File: src/rtl/core/qte_pkg.sv
// qte_pkg: widths, constants and the cordic step angle function
// shared by the quaternion to euler angle pipeline; no dependencies
`default_nettype none

package qte_pkg;

	localparam int QW     = 16;
	localparam int PW     = 32;
	localparam int OP_W   = 34;
	localparam int CW     = 36;
	localparam int ANG_W  = 16;
	localparam int PIT_W  = 15;
	localparam int RAD_W  = 61;
	localparam int ROOT_W = 31;

	localparam int HALF_TURN    = 18000;
	localparam int QUARTER_TURN = 9000;

	localparam logic signed [OP_W-1:0] ONE_Q30 = OP_W'(64'd1 << 30);

	localparam logic [63:0] E12_PER_CDEG = 64'd10000000000;

	typedef struct packed {
		logic valid;
		logic clamp_hi;
		logic clamp_lo;
	} tag_t;

	function automatic logic [63:0] step_e12(input int i);
		logic [63:0] e;
		case (i)
			0:  e = 64'd45000000000000;
			1:  e = 64'd26565051177078;
			2:  e = 64'd14036243467926;
			3:  e = 64'd7125016348902;
			4:  e = 64'd3576334374997;
			5:  e = 64'd1789910608246;
			6:  e = 64'd895173710211;
			7:  e = 64'd447614170861;
			8:  e = 64'd223810500369;
			9:  e = 64'd111905677066;
			10: e = 64'd55952891894;
			11: e = 64'd27976452617;
			12: e = 64'd13988227142;
			13: e = 64'd6994113675;
			14: e = 64'd3497056851;
			15: e = 64'd1748528427;
			16: e = 64'd874264214;
			17: e = 64'd437132107;
			18: e = 64'd218566053;
			19: e = 64'd109283027;
			20: e = 64'd54641513;
			21: e = 64'd27320757;
			22: e = 64'd13660378;
			23: e = 64'd6830189;
			default: e = 64'd0;
		endcase
		return e;
	endfunction

	// atan(2^-i) in hundredths of a degree with frac fraction bits, rounded half up
	function automatic logic [63:0] step_angle(input int i, input int frac);
		logic [63:0] e;
		logic [63:0] q;
		logic [63:0] r;
		e = step_e12(i);
		q = e / E12_PER_CDEG;
		r = e % E12_PER_CDEG;
		return (q << frac) + (((r << frac) + (E12_PER_CDEG >> 1)) / E12_PER_CDEG);
	endfunction

endpackage

`default_nettype wire

File: src/rtl/core/qte_isqrt.sv
// qte_isqrt: pipelined restoring integer square root, one result bit per stage
// carries a side word and a valid bit alongside; depends on qte_pkg
`default_nettype none

module qte_isqrt #(
	parameter int SIDE_W = 1
) (
	input  wire logic                       clk,
	input  wire logic                       arst_n,
	input  wire logic                       en,
	input  wire logic                       vld_in,
	input  wire logic [qte_pkg::RAD_W-1:0]  rad,
	input  wire logic [SIDE_W-1:0]          side_in,
	output logic                            vld_out,
	output logic [qte_pkg::ROOT_W-1:0]      root,
	output logic [SIDE_W-1:0]               side_out
);

	localparam int STEPS = qte_pkg::ROOT_W;
	localparam int RW    = qte_pkg::RAD_W + 1;

	logic [RW-1:0]     rem_s  [1:STEPS];
	logic [RW-1:0]     res_s  [1:STEPS];
	logic [SIDE_W-1:0] side_s [1:STEPS];
	logic              vld_s  [1:STEPS];

	for (genvar k = 0; k < STEPS; k++) begin : g_step
		localparam logic [RW-1:0] BITV = RW'(1) << (2 * (STEPS - 1 - k));
		logic [RW-1:0]     cur_rem;
		logic [RW-1:0]     cur_res;
		logic [SIDE_W-1:0] cur_side;
		logic              cur_vld;
		logic [RW-1:0]     trial;

		if (k == 0) begin : g_first
			assign cur_rem  = RW'(rad);
			assign cur_res  = '0;
			assign cur_side = side_in;
			assign cur_vld  = vld_in;
		end else begin : g_next
			assign cur_rem  = rem_s[k];
			assign cur_res  = res_s[k];
			assign cur_side = side_s[k];
			assign cur_vld  = vld_s[k];
		end

		assign trial = cur_res + BITV;

		always_ff @(posedge clk or negedge arst_n) begin
			if (!arst_n) begin
				vld_s[k+1] <= 1'b0;
			end else if (en) begin
				vld_s[k+1] <= cur_vld;
			end
		end

		always_ff @(posedge clk) begin
			if (en) begin
				side_s[k+1] <= cur_side;
				if (cur_rem >= trial) begin
					rem_s[k+1] <= cur_rem - trial;
					res_s[k+1] <= (cur_res >> 1) + BITV;
				end else begin
					rem_s[k+1] <= cur_rem;
					res_s[k+1] <= cur_res >> 1;
				end
			end
		end
	end

	assign vld_out  = vld_s[STEPS];
	assign root     = res_s[STEPS][qte_pkg::ROOT_W-1:0];
	assign side_out = side_s[STEPS];

endmodule

`default_nettype wire

File: config.mk
export PLATFORM = sky130hd
export DESIGN_NAME = qte_isqrt
export DESIGN_NICKNAME = d
export VERILOG_FILES = /design/src/rtl/core/qte_pkg.sv /design/src/rtl/core/qte_isqrt.sv
export SDC_FILE = /design/constraint.sdc
export NUM_CORES = 2
export LEC_CHECK = 0
export BUFFER_PORTS_ARGS = -buffer_cell sky130_fd_sc_hd__buf_2
export CAP_MARGIN = 20
export CORE_ASPECT_RATIO = 1.75
export CORE_MARGIN = 4
export CORE_UTILIZATION = 35
export DETAILED_ROUTE_END_ITERATION = 12
export GPL_ROUTABILITY_DRIVEN = 0
export PLACE_DENSITY = 0.56
export SLEW_MARGIN = 20
export SYNTH_ARGS = -nofsm -noshare
export SYNTH_HDL_FRONTEND = slang
export SYNTH_SLANG_ARGS = --single-unit
File: constraint.sdc
create_clock -name clk -period 3.35 [get_ports clk]
set_input_delay 0.5025 -clock clk [delete_from_list [all_inputs] [get_ports clk]]
set_output_delay 0.5025 -clock clk [all_outputs]
set_load 0.005 [all_outputs]
# Word-level counts from Yosys, hierarchy flattened

Memories as Yosys holds them, arrays and structs flattened.
Cells that the tools add are included.

Bitwise logic cells: 62
Magnitude comparators: 31
$add $sub $neg: 91
Muxes and demuxes: 250

Operator list:

| kind                   | number |
|---|---|
| $mux 62                | 62 |
| $ge 62x62->1           | 30 |
| $sub 62x62->62         | 30 |
| $mux 1                 | 188 |
| $add 61x1->62 const B  | 1 |
| $add 61x11->62 const B | 1 |
| $add 61x13->62 const B | 1 |
| $add 61x15->62 const B | 1 |
| $add 61x17->62 const B | 1 |
| $add 61x19->62 const B | 1 |
| $add 61x21->62 const B | 1 |
| $add 61x23->62 const B | 1 |
| $add 61x25->62 const B | 1 |
| $add 61x27->62 const B | 1 |
| $add 61x29->62 const B | 1 |
| $add 61x3->62 const B  | 1 |
| $add 61x31->62 const B | 1 |
| $add 61x33->62 const B | 1 |
| $add 61x35->62 const B | 1 |
| $add 61x37->62 const B | 1 |
| $add 61x39->62 const B | 1 |
| $add 61x41->62 const B | 1 |
| $add 61x43->62 const B | 1 |
| $add 61x45->62 const B | 1 |
| 43 further kinds       | 104 |

Memories kept: 3
Input port bits: 66
RAM bits: 3875
Word-level logic and storage cells: 468
Bits in registers: 31

Memories:

| memory | depth | bits a word | read ports | clocked after memory_dff | wr ports | line            | RTL |
|---|---|---|---|---|---|---|---|
| rem_s  | 31    | 62          | 30         | 0                        | 31       | qte_isqrt.sv:22 | `logic [RW-1:0] rem_s [1:STEPS];` |
| res_s  | 31    | 62          | 31         | 0                        | 31       | qte_isqrt.sv:23 | `logic [RW-1:0] res_s [1:STEPS];` |
| side_s | 31    | 1           | 31         | 0                        | 31       | qte_isqrt.sv:24 | `logic [SIDE_W-1:0] side_s [1:STEPS];` |

# Logic depth before layout (Yosys ltp)

An unclocked memory read counts as a cell.

Word-level depth: 7
Gate-level depth with buffers: 15

# Worst setup path after synthesis

Ideal clock, no wire load.

Path kind: input port to flip-flop
From: in en
To: reg rem_s[1][868] (netlist name)
Path buffers: 5
Slack: -1.173 ns
Stages on the path: 5
Data required time: 2.867 ns
Data arrival time: 4.040 ns
Setup time: 0.483 ns
Cell sequence: clkbuf_1 -> clkbuf_1 -> clkbuf_1 -> clkbuf_1 -> clkbuf_1

RTL lines:

| item        | line            | RTL |
|---|---|---|
| from (decl) | qte_isqrt.sv:10 | `input wire logic en,` |

==> results.yml <==
run_status:
  run_status: "complete, but fails checks"
  failed_checks: "negative setup slack"
critical_path:
  rr_worst_depth: 14
  start_kind: "register"
  end_kind: "register"
  max_stage_delay_ns: 0.44
  timing.critical_path.cells: "ha_4, buf_6, nand4b_1, nor4_4, buf_4, nand4_1, and4b_2, nor2b_4, o311a_4, or4_4, nor4b_4, buf_6, nand3b_1, xnor2_1"
  crit_slowest_cell: "sky130_fd_sc_hd__or4_4"
  critical_path.top_delay_family: "simple AND/OR/NAND/NOR gates"
  path_class: "reg -> reg"
  crit_required_ns: 3.96
  crit_arrival_ns: 4.55
  critical_path.max_fanout: 6
  cp.depth: 14
  path_buf_inv: 3
  crit_top_cell: "sky130_fd_sc_hd__buf_6"
drt:
  ant_nets: 0
  vias: 82980
  wire_per_inst_um: 22.68
  drc_errors: 0
  detail_route.vias_per_cell: 5.186
  dr.first_iter.drc_count: 4481
  drt_wl_total_um: 362800
  drtPass1Iterations: 7
synth:
  synth_top_family_by_area: "simple AND/OR/NAND/NOR gates"
  synth-async-reset-ratio_pct: 1.282
  synth_seq_cells: 2418
  synth_adder_area_share_pct: 5.662
  average_instance_area_after_synthesis_um2: 12.48
  synth_compound_area_share_pct: 8.980
  synth_top_cells_by_count: "sky130_fd_sc_hd__edfxtp_1, sky130_fd_sc_hd__nand2_1, sky130_fd_sc_hd__inv_1"
  synth_top_area_share_pct: 62.02
  synth_fp_nets: 9852
  synthTopCellsByArea: "sky130_fd_sc_hd__edfxtp_1, sky130_fd_sc_hd__ha_1, sky130_fd_sc_hd__xor2_1"
  post_synth_num_cell_types: 96
  yosys_warnings: 0
  yosys.area_share.simple_pct: 12.91
  yosys-mux-area-fraction_pct: 0.8487
  top_ff_cell_synth: "sky130_fd_sc_hd__edfxtp_1"
  yosys.area_share.xor_xnor_pct: 6.115
  synth_top_area_cell: "sky130_fd_sc_hd__edfxtp_1"
  netlist_instances: 9263
  register_area_share_after_synthesis_pct: 62.69
  mappedNetlistArea_um2: 115600
  post_synth_edffs: 2387
  synth.most_common_cell: "sky130_fd_sc_hd__edfxtp_1"
final_layout:
  ff_latch_area_um2: 72450
  finalCoreUtilization_pct: 46.59
  post_synthesis_to_final_layout_area_growth_pct: 32.36
  finish.cell_count_without_fillers: 16000
  drive_above_1_share_pct: 30.11
  final_net_count: 12050
  footprint_of_the_multi_input_gates_um2: 46590
  num-fill-cells: 28450
global_route:
  globalRoute.totalOverflow: 0
  first_global_vias: 89450
  first_pass_grt_wire_length_um: 516000
  grt_antenna_before_repair: 7
  grtUsageTotal_pct: 20.17
  grt_max_degree: 219
sta:
  finClkSkew_ns: 0.07234
  hold_ws_ns: 0.1458
  period_minus_slack_ns: 3.941
  worst_slack_ns: -0.5913
  fin_setup_tns_ns: -33.80
  report.final.setup_viol: 227
  report.final.hold_viol_count: 0
  max_clock_freq_ghz: 0.2537
  max_slew_margin_pct: 30.30
  worstMarginPinSlew_ns: 1.045
  rsz_0062_raised_after_global_routing: "true"
  timing.final.max_slew_violations: 0
  finalCritPeriodShare_pct: 117.7
die:
  die_h_um: 768.2
  row_count: 278
  design.die.area_um2: 339800
  ios: 99
  core_area_um2: 328400
  floorplan.die.width_um: 442.4
  initial_core_util_pct: 35.20
pwr:
  cellLeakagePower_nw: 59.47
  fin_total_pwr_w: 0.09496
  powerDensity_nw_per_um2: 620.7
  worst_voltage_drop_across_the_vdd_grid_mv: 0.4960
clocking:
  clock-sinks: 2418
  num_cts_buffers: 239
  cts_htree_levels: 4
  worst_skew_pair.late_latency_ns: 0.94
  cts_tree: "yes"
  root_buffer: "sky130_fd_sc_hd__clkbuf_16"
  cts.clk_slew.worst_paths_ns: 0.06
  cts_max_path_buffers: 4
placement:
  hpwlAfterDp_um: 266400
  portBuffers: 98
  post_placement_cell_count: 15190
worst_hold_path:
  hold_class: "in -> async"
job:
  timing.max_cap.violations: 0
layout by cell type, fill, tap and decap left out, types with 52 or more instances in the layout:
cell	instances
sky130_fd_sc_hd__inv_1	621
sky130_fd_sc_hd__mux2_2	72
sky130_fd_sc_hd__clkbuf_16	256
sky130_fd_sc_hd__o21ai_0	350
sky130_fd_sc_hd__nand4_1	141
sky130_fd_sc_hd__or3_1	63
sky130_fd_sc_hd__a21oi_1	446
sky130_fd_sc_hd__edfxtp_1	2387
sky130_fd_sc_hd__buf_2	98
sky130_fd_sc_hd__o21a_1	93
sky130_fd_sc_hd__nand2_2	52
sky130_fd_sc_hd__nor2b_1	75
sky130_fd_sc_hd__xnor2_1	372
sky130_fd_sc_hd__nand2b_1	105
sky130_fd_sc_hd__buf_4	1758
sky130_fd_sc_hd__ha_4	76
sky130_fd_sc_hd__nand2_1	631
sky130_fd_sc_hd__o21ai_2	83
sky130_fd_sc_hd__nor3_1	173
sky130_fd_sc_hd__nand3_1	129
sky130_fd_sc_hd__buf_12	66
sky130_fd_sc_hd__buf_6	129
sky130_fd_sc_hd__a21o_1	179
sky130_fd_sc_hd__dlygate4sd3_1	64
sky130_fd_sc_hd__nor2_1	526
sky130_fd_sc_hd__nor4_4	54
sky130_fd_sc_hd__ha_1	441
sky130_fd_sc_hd__a21oi_2	57
sky130_fd_sc_hd__xor2_1	412
sky130_fd_sc_hd__nor4_1	251
stage by stage:
step                area, um2  worst slack, ns
finish                 153000          -0.5913
detailed placement     134100          -0.9764
global route           153000          -0.6317
CTS                    148800          -0.5287
global placement       134100          -0.9858
floorplan              115800         -0.02210
state kept, by name, indices dropped and copies added (netlist names):
register        count
g_step.cur_vld     30
rem_s            1860
res_s             496
side_s             31
vld_out             1
layer usage:
metal / wire length [um] / track usage [%]
met5: 0 / 0
met4: 49800 / 21.57
met3: 9839 / 2.318
met2: 214500 / 43.57
met1: 88650 / 12.83
final timing paths:
check                           slack [ns]                 end          start
worst max-delay path                 -0.59       rem_s[1][920]  rem_s[1][812]
worst min-delay path                  0.15   g_step[1].cur_vld         arst_n
worst max register to register       -0.59       rem_s[1][920]  rem_s[1][812]
worst min register to register        0.42        side_s[4][0]   side_s[3][3]
max in group asynchronous             2.73  g_step[16].cur_vld         arst_n
min in group clk                      0.17       rem_s[1][908]             en
repair_timing:
item                                    CTS  global route
setup buffers                           165           141
pin swaps                               289           301
hold endpoints to repair                 96             0
gates cloned                             19            21
endpoints found under the setup margin  719           612
resized for setup                       872           691
hold buffers                             64             0
final cells by class:
cell class | count | share of cell area (%)
antenna | 10 | 0.01636
clock buffer | 278 | 4.045
clock inverter | 155 | 1.229
inverter | 657 | 1.634
multi-input combinational | 5992 | 30.45
sequential | 2418 | 47.36
tap | 4340 | 3.550
timing repair buffer | 2151 | 11.71
cells by family (layout without fill, tap and decap cells):
kind of cell | count (synthesis) | count (layout)
simple gates | 2885 | 2886
flops | 2418 | 2418
compound gates | 1688 | 1688
buf+inv | 854 | 3241
xor+xnor | 807 | 807
fa+ha+maj | 523 | 523
mux | 88 | 88
other cells | 0 | 10
power breakdown:
part           switching (W)  internal, W  total, W
Clock                 0.0119       0.0162    0.0280
Combinational         0.0139       0.0122    0.0261
Sequential           0.00266       0.0382    0.0409
Total                 0.0284       0.0666    0.0950
Power figures use the tool's default switching activity.
